--- src/design/hkc_pkg.sv ---
// ----------------------------------------------------------------------------
// hkc_pkg: shared definitions of the hot key cache
// Table geometry, scoring constants, transaction payload types, codes and
// the control types that pass between the cache modules.
// ----------------------------------------------------------------------------
package hkc_pkg;

    localparam int DEPTH           = 256;
    localparam int IDX_W           = $clog2(DEPTH);
    localparam int OCC_W           = $clog2(DEPTH + 1);
    localparam int PASS_LEN        = DEPTH + 2;
    localparam int CNT_W           = $clog2(PASS_LEN);
    localparam int FREQ_WEIGHT     = 1000000;
    localparam int FREQ_W          = $clog2(FREQ_WEIGHT + 1);
    localparam int BYTES_PER_ENTRY = 96;
    localparam int MIB_SHIFT       = 20;
    localparam int N_STATS         = 5;

    localparam logic [2:0] KIND_LOOKUP = 3'd0;
    localparam logic [2:0] KIND_PUT    = 3'd1;
    localparam logic [2:0] KIND_INVAL  = 3'd2;
    localparam logic [2:0] KIND_EVICT  = 3'd3;
    localparam logic [2:0] KIND_CLEAR  = 3'd4;
    localparam logic [2:0] KIND_STAT   = 3'd5;

    localparam logic [2:0] ST_LOOKUPS = 3'd0;
    localparam logic [2:0] ST_HITS    = 3'd1;
    localparam logic [2:0] ST_MISSES  = 3'd2;
    localparam logic [2:0] ST_INSERTS = 3'd3;
    localparam logic [2:0] ST_EVICTS  = 3'd4;

    localparam logic REG_ENTRY_CAP = 1'b0;
    localparam logic REG_TARGET_MB = 1'b1;

    typedef enum logic [1:0] {S_IDLE, S_PASS, S_DONE} state_t;

    typedef enum logic [2:0] {OP_LOOKUP, OP_INVAL, OP_MIN, OP_FIND, OP_WRITE} op_t;

    typedef struct packed {
        logic [63:0] key;
        logic [63:0] offset;
        logic [63:0] row;
        logic [31:0] hits;
        logic [63:0] stamp;
    } slot_t;

    typedef struct packed {
        logic             vld;
        logic [IDX_W-1:0] idx;
        logic [31:0]      hits;
        logic [63:0]      stamp;
    } score_smp_t;

    typedef struct packed {
        logic [2:0]  kind;
        logic [63:0] key;
        logic [63:0] now;
        logic [63:0] offset_in;
        logic [63:0] row_in;
        logic [2:0]  stat_select;
    } in_item_t;

    typedef struct packed {
        logic        found;
        logic [63:0] entry_offset;
        logic [63:0] entry_row;
        logic [31:0] entry_count;
        logic [63:0] entry_time;
        logic [8:0]  evictions_done;
        logic [8:0]  occupancy;
        logic [31:0] stat_value;
    } out_item_t;

endpackage

--- src/design/hkc_cell.sv ---
// ----------------------------------------------------------------------------
// hkc_cell: one slot of the rotating table
// Holds a valid bit and an entry and hands both to its neighbor on a shift.
// ----------------------------------------------------------------------------
module hkc_cell (
    input  logic            clk,
    input  logic            rst_n,
    input  logic            shift,
    input  logic            clear_all,
    input  logic            valid_in,
    input  hkc_pkg::slot_t  data_in,
    output logic            valid_out,
    output hkc_pkg::slot_t  data_out
);

    logic           valid_reg;
    hkc_pkg::slot_t data_reg;

    always_ff @(posedge clk or negedge rst_n)
    begin
        if (!rst_n)
        begin
            valid_reg <= 1'b0;
        end
        else if (clear_all)
        begin
            valid_reg <= 1'b0;
        end
        else if (shift)
        begin
            valid_reg <= valid_in;
        end
    end

    always_ff @(posedge clk)
    begin
        if (shift)
        begin
            data_reg <= data_in;
        end
    end

    assign valid_out = valid_reg;
    assign data_out  = data_reg;

endmodule

--- config.mk ---
export PLATFORM = sky130hd
export DESIGN_NAME = hkc_cell
export DESIGN_NICKNAME = d
export VERILOG_FILES = /design/src/design/hkc_pkg.sv /design/src/design/hkc_cell.sv
export SDC_FILE = /design/constraint.sdc
export NUM_CORES = 1
export LEC_CHECK = 0
export BUFFER_PORTS_ARGS = -buffer_cell sky130_fd_sc_hd__buf_4
export CAP_MARGIN = 20
export CORE_AREA = 2 2 229 231
export DETAILED_ROUTE_END_ITERATION = 8
export DIE_AREA = 0 0 231 233
export SLEW_MARGIN = 20
export SYNTH_ARGS = -nofsm -noshare
export SYNTH_HDL_FRONTEND = slang
export SYNTH_SLANG_ARGS = --single-unit
--- constraint.sdc ---
create_clock -name clk -period 1.5 [get_ports clk]
set_input_delay 0.225 -clock clk [delete_from_list [all_inputs] [get_ports clk]]
set_output_delay 0.225 -clock clk [all_outputs]
set_load 0.03 [all_outputs]
==> flow_summary_export.csv <==
group,metric,value,unit
critical_path,crit_arrival,1.23,ns
grt,grt_usage,0.107,
clock_network,cts-htree-levels,1,
grt,overflow,0,
layout,syn2layout_area_growth,108,%
critical_path,worst-path-buf-inv,1,
power_and_ir_drop,powerDensity,1150,nW/um^2
sta,rsz0062_at_grt,"false",
synthesis,yosysSeqAreaShare,0.998,
clock_network,cts.sinks,289,
layout,diodes,0,
sta,worst_pin_slew,0.427,ns
drt,drc,0,
outcome,status,"completed",
die,die_y,233,um
critical_path,r2r_slack,0.25,ns
drt,drt_wl_total,31.4,mm
critical_path,critPathLaunch,"data_out[159]$_DFFE_PP_",
grt,grt_pass1_wl,43.6,mm
synthesis,synth_fp_nets,584,
flow_run,cap_violations,0,
sta,fmax,0.687,GHz
critical_path,critPathKind,"flip-flop to output pin",
critical_path,cp-endpoint,"data_out[159]",
clock_network,worstSkewPairLatency,0.56,ns
power_and_ir_drop,p_total,0.0208,W
critical_path,cp_max_fo,1,
critical_path,critPathTopFamily,"flip-flops",
layout,fin_nets,1517,
clock_network,cts.path.max_buffers,3,
sta,final-hold-violation-count,0,
place,port_buffers,581,
drt,antenna_left,0,
hold_path,hp-class,"primary input to flip-flop",
synthesis,synth-seq-cells,289,
die,num_rows,83,
sta,fin_crit,1.46,ns
sta,finClkSkew,0,ns
die,ios,582,
drt,avgRoutedWirePerCell,16.3,um
drt,vias,6637,
die,coreArea,51100,sq um
sta,setup_viol,0,
clock_network,post-cts-setup-buffers,0,
hold_path,hold_depth,1,
grt,grt_pass1_vias,7424,
sta,fin_crit_sh,0.971,
hold_path,min_from,"shift",
critical_path,end_kind,"output pin",
critical_path,max_stage_delay,0.46,ns
critical_path,cp_slowest_cell,"edfxtp_1",
clock_network,cts_tree,"yes",
die,initial_core_util,0.170,
grt,grt_max_degree,40,
synthesis,avgSynthCellArea,29.9,sq um
critical_path,critPathRequiredTime,1.27,ns
die,fp.dieW,231,um
place,gp_congestion,0.850,
place,hpwl,21.4,mm
drt,routed_via_density,3.44,
grt,antenna_found_initial,0,
drt,drtIter0Drc,202,
sta,drv_slew,0,
critical_path,r2r_start,"valid_out$_DFFE_PN0P_",
critical_path,crit_cells,1,
critical_path,rr_endpoint,"valid_out$_DFFE_PN0P_",
critical_path,start_kind,"flip-flop",
clock_network,cts_buffers,30,
power_and_ir_drop,leakage,7.47,nW
power_and_ir_drop,irDropWorstVdd,812,uV
synthesis,syn-cell-area,8690,sq um
synthesis,yosys-top-cells-area,"edfxtp_1 (100%), dfrtp_1 (0.29%), mux2i_1 (0.12%), nor2_1 (0.043%)",
sta,relSlewSlack,0.715,
critical_path,path_cells,"buf_4",
critical_path,reg2regPathDepth,3,
clock_network,clk_pin_slew,0.06,ns
synthesis,yosysTopAreaCellShare,0.996,
synthesis,yosys_warnings,0,
clock_network,cts-root-buf,"clkbuf_16",
synthesis,yosysUniqueCellTypes,4,
synthesis,yosys.area.top_type,"edfxtp_1",
drt,firstDrtPassIters,4,
sta,tns,0,ns
die,dieArea,53800,sq um
layout,drive_gt1_frac,0.521,
synthesis,synth_cells,291,
[layout by cell type, fill, tap and decap left out]
cell type	n
edfxtp_1	288
buf_12	5
bufinv_16	2
buf_8	1
clkbuf_16	31
clkinvlp_4	2
clkinv_4	1
dlygate4sd3_1	292
clkinv_1	7
mux2i_1	1
buf_4	603
nor2_1	1
dfrtp_1	1
clkinv_2	5
clkbuf_1	8
[state kept, by name, indices dropped and copies added (netlist names)]
name and flops:
valid_out 1, data_out 288
[layout make-up]
type | count | area [sq um]
fill | 4782 | 33100
sequential | 289 | 8670
timing repair buffer | 901 | 7560
tap | 680 | 851
clock buffer | 39 | 806
clock inverter | 17 | 135
multi-input combinational | 2 | 13.8
[how the worst min path moves through the flow]
stage and to:
3_3_place_gp valid_out$_DFFE_PN0P_, 4_1_cts data_out[133]$_DFFE_PP_, 5_1_grt data_out[133]$_DFFE_PP_, 2_1_floorplan valid_out$_DFFE_PN0P_, 3_5_place_dp valid_out$_DFFE_PN0P_, 6_report data_out[133]$_DFFE_PP_
[kinds of logic after synthesis]
family | share of synthesized area
simple gates | 0.000432
mux | 0.00115
flops | 0.998
[synthesized netlist by cell type]
| cell type | n |
|---|---|
| mux2i_1 | 1 |
| nor2_1 | 1 |
| dfrtp_1 | 1 |
| edfxtp_1 | 288 |
[what timing repair did]
action                                 CTS  global route
endpoints found under the hold margin  290             0
hold buffers                           292             0
resized for setup                        0             0
[power breakdown]
part	internal [W]	leakage, nW	switching [W]	total, W
Clock	0.00410	0.455	0.00302	0.00712
Combinational	0.00178	4.18	0.00203	0.00381
Sequential	0.00960	2.83	0.000217	0.00982
Total	0.0155	7.47	0.00527	0.0208
[per-stage QoR]
stage | util | hold WS, ns | setup slack (ns) | std cells | cell area (sq um)
after global placement | 0.278 | 0.00299 | 0.320 | 1580 | 14200
after CTS | 0.353 | 0.0807 | 0.0277 | 1928 | 18000
after global routing | 0.353 | 0.0686 | 0.00662 | 1928 | 18000
after floorplan | - | -0.0706 | 0.714 | 291 | 8690
after detailed placement | 0.278 | 0.00213 | 0.304 | 1580 | 14200
final | 0.353 | 0.0907 | 0.0438 | 1928 | 18000
[metal layers]
metal,global-route usage,vias to the layer above,wire [um]
met5,0,-,0
met4,0.0288,0,758
met3,0.0500,41,3580
met2,0.198,361,16500
met1,0.108,3171,10500
li1,-,3064,-
(Power assumes the default switching activity.)
