==> src/design/hkc_pkg.sv <==
// ----------------------------------------------------------------------------
// hkc_pkg: shared definitions of the hot key cache
// Table geometry, scoring constants, transaction payload types, codes and
// the control types that pass between the cache modules.
// ----------------------------------------------------------------------------
package hkc_pkg;

    localparam int DEPTH           = 256;
    localparam int IDX_W           = $clog2(DEPTH);
    localparam int OCC_W           = $clog2(DEPTH + 1);
    localparam int PASS_LEN        = DEPTH + 2;
    localparam int CNT_W           = $clog2(PASS_LEN);
    localparam int FREQ_WEIGHT     = 1000000;
    localparam int FREQ_W          = $clog2(FREQ_WEIGHT + 1);
    localparam int BYTES_PER_ENTRY = 96;
    localparam int MIB_SHIFT       = 20;
    localparam int N_STATS         = 5;

    localparam logic [2:0] KIND_LOOKUP = 3'd0;
    localparam logic [2:0] KIND_PUT    = 3'd1;
    localparam logic [2:0] KIND_INVAL  = 3'd2;
    localparam logic [2:0] KIND_EVICT  = 3'd3;
    localparam logic [2:0] KIND_CLEAR  = 3'd4;
    localparam logic [2:0] KIND_STAT   = 3'd5;

    localparam logic [2:0] ST_LOOKUPS = 3'd0;
    localparam logic [2:0] ST_HITS    = 3'd1;
    localparam logic [2:0] ST_MISSES  = 3'd2;
    localparam logic [2:0] ST_INSERTS = 3'd3;
    localparam logic [2:0] ST_EVICTS  = 3'd4;

    localparam logic REG_ENTRY_CAP = 1'b0;
    localparam logic REG_TARGET_MB = 1'b1;

    typedef enum logic [1:0] {S_IDLE, S_PASS, S_DONE} state_t;

    typedef enum logic [2:0] {OP_LOOKUP, OP_INVAL, OP_MIN, OP_FIND, OP_WRITE} op_t;

    typedef struct packed {
        logic [63:0] key;
        logic [63:0] offset;
        logic [63:0] row;
        logic [31:0] hits;
        logic [63:0] stamp;
    } slot_t;

    typedef struct packed {
        logic             vld;
        logic [IDX_W-1:0] idx;
        logic [31:0]      hits;
        logic [63:0]      stamp;
    } score_smp_t;

    typedef struct packed {
        logic [2:0]  kind;
        logic [63:0] key;
        logic [63:0] now;
        logic [63:0] offset_in;
        logic [63:0] row_in;
        logic [2:0]  stat_select;
    } in_item_t;

    typedef struct packed {
        logic        found;
        logic [63:0] entry_offset;
        logic [63:0] entry_row;
        logic [31:0] entry_count;
        logic [63:0] entry_time;
        logic [8:0]  evictions_done;
        logic [8:0]  occupancy;
        logic [31:0] stat_value;
    } out_item_t;

endpackage

==> src/design/hkc_victim.sv <==
// ----------------------------------------------------------------------------
// hkc_victim: minimum score tracker
// Scores each passing slot as time plus weighted hit count in two stages and
// keeps the lowest score; the earliest slot wins a tie.
// ----------------------------------------------------------------------------
module hkc_victim (
    input  logic                      clk,
    input  logic                      rst_n,
    input  logic                      start,
    input  hkc_pkg::score_smp_t       smp,
    output logic                      best_vld,
    output logic [hkc_pkg::IDX_W-1:0] best_idx
);

    localparam logic [hkc_pkg::FREQ_W-1:0] WEIGHT = hkc_pkg::FREQ_W'(hkc_pkg::FREQ_WEIGHT);

    logic                            s1_vld_reg;
    logic [hkc_pkg::IDX_W-1:0]       s1_idx_reg;
    logic [31+hkc_pkg::FREQ_W:0]     s1_prod_reg;
    logic [63:0]                     s1_stamp_reg;
    logic                            best_vld_reg;
    logic [hkc_pkg::IDX_W-1:0]       best_idx_reg;
    logic [63:0]                     best_score_reg;
    logic [63:0]                     score;
    logic                            better;

    assign score  = s1_stamp_reg + 64'(s1_prod_reg);
    assign better = s1_vld_reg && (!best_vld_reg || (score < best_score_reg));

    always_ff @(posedge clk or negedge rst_n)
    begin
        if (!rst_n)
        begin
            s1_vld_reg   <= 1'b0;
            best_vld_reg <= 1'b0;
        end
        else if (start)
        begin
            s1_vld_reg   <= 1'b0;
            best_vld_reg <= 1'b0;
        end
        else
        begin
            s1_vld_reg <= smp.vld;
            if (better)
            begin
                best_vld_reg <= 1'b1;
            end
        end
    end

    always_ff @(posedge clk)
    begin
        s1_idx_reg   <= smp.idx;
        s1_prod_reg  <= smp.hits * WEIGHT;
        s1_stamp_reg <= smp.stamp;
        if (better)
        begin
            best_idx_reg   <= s1_idx_reg;
            best_score_reg <= score;
        end
    end

    assign best_vld = best_vld_reg;
    assign best_idx = best_idx_reg;

endmodule

==> config.mk <==
export PLATFORM = sky130hd
export DESIGN_NAME = hkc_victim
export DESIGN_NICKNAME = d
export VERILOG_FILES = /design/src/design/hkc_pkg.sv /design/src/design/hkc_victim.sv
export SDC_FILE = /design/constraint.sdc
export NUM_CORES = 1
export LEC_CHECK = 0
export BUFFER_PORTS_ARGS = -buffer_cell sky130_fd_sc_hd__clkbuf_2
export CAP_MARGIN = 20
export CELL_PAD_IN_SITES_DETAIL_PLACEMENT = 1
export CELL_PAD_IN_SITES_GLOBAL_PLACEMENT = 1
export CORE_ASPECT_RATIO = 0.75
export CORE_MARGIN = 5
export CORE_UTILIZATION = 45
export CTS_CLUSTER_SIZE = 28
export DETAILED_ROUTE_END_ITERATION = 10
export PLACE_DENSITY_LB_ADDON = 0.1
export SYNTH_ARGS = -nofsm -noshare
export SYNTH_HDL_FRONTEND = slang
export SYNTH_SLANG_ARGS = --single-unit
==> constraint.sdc <==
create_clock -name clk -period 8.7 [get_ports clk]
set_input_delay 0.87 -clock clk [delete_from_list [all_inputs] [get_ports clk]]
set_output_delay 0.87 -clock clk [all_outputs]
set_load 0.01 [all_outputs]
==> qor.yml, run 1 <==
die:
  ios: 117
  dieArea_sq_mm: 0.0386
  start_util: 0.454
  die_x_um: 225
  rows: 59
  dieHeight_um: 171
  core_sq_mm: 0.0345
logic_synthesis:
  seq_area_frac_synth: 0.293
  synth.avg_cell_area_sq_um: 10.5
  synth_seq_cells: 192
  async_reset_ff_frac: 0.0104
  mappedNetlistArea_sq_mm: 0.0156
  synthTopCellsByArea: "ha_1 (21%), fa_1 (17%), dfxtp_1 (15%)"
  synthesis.nets: 2001
  yosys-top-cells-count: "ha_1 (262), inv_1 (235), fa_1 (136)"
  synth_edf_count: 72
  synth_most_common_cell: "ha_1"
  synth_top_area_cell: "ha_1"
  synth_top_cell_area_share: 0.210
  synth_cells: 1495
  synth-main-ff-cell: "dfxtp_1"
  ys.warnings.count: 0
  ys_types: 62
setup_path:
  timing.rr.start: "s1_prod_reg[6]$_DFF_P_"
  endpoint_kind: "register"
  path_max_fanout: 57
  crit_type: "reg2reg"
  critPathRequiredTime_ps: 8800
  worst_r2r_path_depth: 24
  start_kind: "register"
  cp.arrival_ps: 6960
  worstReg2RegEnd: "best_score_reg[22]$_DFFE_PP_"
  regToRegSetupSlack_ps: 1840
worst_hold_path:
  hp-class: "in2async"
timing:
  finalClockSkew_ps: 12.3
  worst_slew_pin_slew_ps: 628
  fin_tns_setup_ps: 0
  finalHoldViolations: 0
  slew_violations: 0
  clock.fmax_ghz: 0.146
  setup_slack_ps: 1840
  finalCritPeriodShare: 0.789
  period_minus_slack_ps: 6860
  finalSetupViolCount: 0
  relSlewSlack: 0.582
  rsz0062_at_grt: "no"
clock_network:
  htree_levels: 4
  cts_inserted_buffers: 17
  hold_buffers: 0
  clockRootBuffer: "clkbuf_16"
  ctsResizeCount: 0
  postCtsSetupRepairBufs: 0
  clk_pin_slew_worst_paths_ps: 70
  clk-insertion-delay-late_ps: 440
  clock_sinks: 192
  cts_max_path_buffers: 2
  cts_tree: "yes"
global_routing:
  grt_usage: 0.188
  grt_overflow_total: 0
  grt_max_degree: 58
  grt_pass1_vias: 11338
  grt_pass1_wl_um: 59100
  antenna_found_initial: 0
route:
  met2WireLength_um: 15800
  wl_per_cell_um: 17.1
  first_pass_iters: 4
  met3WireLength_um: 755
  vias: 10766
  antenna_left: 0
  drc: 0
  initialDrtViolationCount: 392
  via_per_inst: 5.17
  wl_met1_um: 18600
  wirelength_um: 35600
  highest_layer: "met4"
job:
  maxCapViolations: 0
finish:
  n_antenna_cell: 0
  final_util: 0.503
  final_nets: 2118
  final_area_sq_mm: 0.0173
  areaGrowthSynthToFinish_pct: 10.8
  fillers: 3849
  drive_gt1_frac: 0.0997
placement:
  post-place-ws_ps: 1800
  hpwl_um: 30800
  io_buffers: 116
  gp_congestion: 0.848
  place_area_sq_mm: 0.0168
run_status:
  status: "complete, no violations"
[how the worst max path moves through the flow]
stage                                start                      endpoint  slack (ps)  cells past startpoint
floorplan           s1_prod_reg[6]$_DFF_P_         best_idx[0]$_DFFE_PP_         170                     23
global placement    s1_prod_reg[6]$_DFF_P_   best_score_reg[9]$_DFFE_PP_        1830                     24
detailed placement                 smp[76]       s1_prod_reg[50]$_DFF_P_        1800                     22
CTS                 s1_prod_reg[6]$_DFF_P_  best_score_reg[18]$_DFFE_PP_        1780                     24
global route        s1_prod_reg[6]$_DFF_P_  best_score_reg[18]$_DFFE_PP_        1300                     24
finish              s1_prod_reg[6]$_DFF_P_  best_score_reg[22]$_DFFE_PP_        1840                     24
[layer usage]
layer | vias to the layer above | global-route usage
met5 | - | 0
met4 | 0 | 0.0381
met3 | 31 | 0.0166
met2 | 119 | 0.292
met1 | 5226 | 0.289
li1 | 5390 | -
[metrics by stage]
stage	hold slack [ps]	std cells
detailed placement	391	2050
finish	208	2082
CTS	188	2082
floorplan	386	1495
global placement	385	2050
global route	191	2082
[logic make-up (layout without fill, tap and decap cells)]
group | Yosys count | after routing | synth area share
and+or+nand+nor | 227 | 227 | 0.0730
buffers and inverters | 255 | 385 | 0.0613
AOI/OAI and AO/OA | 329 | 329 | 0.137
DFF | 192 | 192 | 0.293
adders and majority gates | 398 | 398 | 0.384
xor gates and xnor gates | 94 | 94 | 0.0526
[worst max-delay path: stages (launching register included)]
cell and delay (ps):
dfxtp_1 330, ha_1 190, inv_1 60, fa_1 390, nand2b_1 190, a21oi_1 290, o21ai_0 180, a221oi_1 540
a21boi_0 300, o21ai_0 420, a21oi_1 210, o21ai_0 310, a41oi_1 190, xnor2_1 180, ha_1 190, a21o_1 150
a21o_1 160, a21oi_1 200, nor2_1 60, a211oi_1 290, o32ai_1 120, a2111oi_0 410, a21oi_1 190, a31oi_4 550
buf_12 370
[final cells by class]
type	count	area (sq um)	share of cell area
Sequential cell	192	4570	0.264
Inverter	236	886	0.0511
Multi-Input combinational cell	1048	10100	0.584
Clock buffer	18	429	0.0248
Tap cell	457	572	0.0330
Clock inverter	14	151	0.00873
Timing Repair Buffer	117	601	0.0346
[layout by cell type (no fill, tap or decap), drive strengths merged, types with 57 or more instances in the layout]
cell type | netlist | final
nand2 | 57 | 57
dfxtp | 118 | 118
o21ai | 57 | 57
a21oi | 105 | 105
xnor2 | 65 | 65
ha | 262 | 262
clkbuf | 17 | 134
inv | 236 | 243
fa | 136 | 136
edfxtp | 72 | 72
a21o | 76 | 76
Power of run 1 is left out: the tool's default activity adds up to more than one toggle a clock period on the data nets, which glitch-free logic cannot reach.
==> run 2, diff against run 1 <==
Settings changed: CORE_UTILIZATION 45 to 49.
Clock period 8.7 ns to 6.7 ns, I/O delays scaled along.
==> qor.yml, run 2 (same netlist as run 1, synthesis figures left out) <==
timing:
  period_minus_slack_ps: 6140
  rsz0062_at_grt: "no"
  worst_slew_pin_slew_ps: 669
  slew_violations: 0
  clock.fmax_ghz: 0.163
  relSlewSlack: 0.554
  finalClockSkew_ps: 13.4
  fin_tns_setup_ps: 0
  finalHoldViolations: 0
  finalCritPeriodShare: 0.917
  finalSetupViolCount: 0
route:
  wl_per_cell_um: 18.2
  wirelength_um: 37200
  antenna_left: 0
  via_per_inst: 5.35
  initialDrtViolationCount: 432
  first_pass_iters: 5
  drc: 0
  vias: 10936
global_routing:
  grt_overflow_total: 0
  grt_pass1_vias: 11857
  antenna_found_initial: 0
  grt_usage: 0.216
  grt_pass1_wl_um: 61700
  grt_max_degree: 36
placement:
  hpwl_um: 31900
  gp_congestion: 0.854
  io_buffers: 116
setup_path:
  path_cells: "clkbuf_2 > inv_1 > fa_1 > inv_1 > fa_1 > fa_1 > fa_1 > ha_1 > inv_1 > fa_1 > inv_1 > ha_1 > o21a_1 > o2111ai_1 > or3b_1 > o211ai_1 > o2bb2ai_1 > a21oi_1 > o21ai_1 > and2_1 > a31oi_1 > xnor2_1"
  critPathRequiredTime_ps: 7030
  crit_path_frequent_cell: "fa_1"
  crit_type: "in2reg"
  worstReg2RegEnd: "best_score_reg[14]$_DFFE_PP_"
  endpoint_kind: "register"
  worst_r2r_path_depth: 24
  cp.arrival_ps: 6470
  slowest_delay_ps: 620
  slowest_stage: "fa_1"
  start_kind: "primary input"
  path_buf_inv: 5
  timing.rr.start: "s1_prod_reg[7]$_DFF_P_"
  path_max_fanout: 7
  regToRegSetupSlack_ps: 590
  cpLargestDelayFamily: "adder cells"
job:
  maxCapViolations: 0
finish:
  areaGrowthSynthToFinish_pct: 11.1
  final_common_cell: "ha_1"
  final_nets: 2133
  layout_common_cells: "ha_1 (262), inv_1 (235), fa_1 (136)"
  n_antenna_cell: 0
  drive_gt1_frac: 0.107
run_status:
  status: "complete, no violations"
clock_network:
  cts_max_path_buffers: 2
  clockRootBuffer: "clkbuf_16"
  clk-insertion-delay-late_ps: 440
  clock_sinks: 192
  htree_levels: 4
  cts_tree: "yes"
  clk_pin_slew_worst_paths_ps: 80
  cts_inserted_buffers: 17
die:
  ios: 117
  dieHeight_um: 165
  rows: 56
  dieArea_sq_mm: 0.0356
  core_sq_mm: 0.0314
  start_util: 0.498
  die_x_um: 216
worst_hold_path:
  hp-class: "in2reg"
  min_path_cells: 1
  worstHoldEndpoint: "s1_stamp_reg[49]$_DFF_P_"
  min_from: "smp[49]"
-- run 2: cell types whose count changed in the layout (fill, tap and decap cells not counted), sizes merged --
cell         before  now
buf               1   15
clkinv            7    9
inv             243  241
dlygate4sd3       0    1
-- run 2: final cells by class --
cell class              instances  area, sq um
inverters                     236          886
well taps                     406          508
flip-flops and latches        192         4570
multi-input cells            1048        10100
clock inverters                14          128
repair buffers                132          719
clock buffers                  18          429
fillers                      3483        14000
-- run 2: timing repair --
action | in CTS | in global routing
setup buffers | 0 | 0
gates resized for setup | 0 | 3
hold endpoints to repair | 2 | 0
hold buffers | 1 | 0
setup endpoints to repair | 0 | 72
-- run 2: how the worst max path moves through the flow --
stage	start	endpoint	slack, ps	cells past startpoint
final	smp[70]	s1_prod_reg[46]$_DFF_P_	560	22
after global routing	s1_prod_reg[7]$_DFF_P_	best_score_reg[13]$_DFFE_PP_	70	24
after CTS	s1_prod_reg[7]$_DFF_P_	best_score_reg[14]$_DFFE_PP_	360	24
after detailed placement	smp[74]	s1_prod_reg[49]$_DFF_P_	90	22
after global placement	smp[78]	s1_prod_reg[51]$_DFF_P_	180	22
after floorplan	s1_prod_reg[6]$_DFF_P_	best_idx[0]$_DFFE_PP_	600	23
-- run 2: worst reg2reg max path, stage by stage, from the launching register on --
cell and delay [ps]:
dfxtp_1 450, inv_1 100, fa_1 460, nand2b_1 190, a21oi_1 300, o21ai_0 170, a221oi_1 370, buf_4 190
a21boi_0 130, o21ai_0 310, a21oi_1 180, o21ai_1 250, a41oi_1 190, xnor2_1 190, ha_1 190, a21o_1 150
a21o_1 170, a21oi_1 170, nor2_1 60, a211oi_1 240, o32ai_1 110, a2111oi_0 480, a21oi_1 210, a31oi_4 250
buf_6 270
-- run 2: routing by layer --
metal  GRT usage  wire (um)
met1       0.317      18700
met2       0.346      17100
met3      0.0203        795
met4      0.0581        630
met5           0          0
-- run 2: through the flow --
step                      cells  instance area (sq um)  setup slack, ps  utilization  hold WS, ps
after CTS                  2046                  17400              364        0.553          307
final                      2046                  17400              559        0.554          326
after global routing       2046                  17400             68.9        0.554          298
after floorplan            1495                  15700              596            -          374
after global placement     2013                  16800              179        0.535          387
after detailed placement   2013                  16800             94.7        0.535          391
Power of run 2 is left out for the same reason.
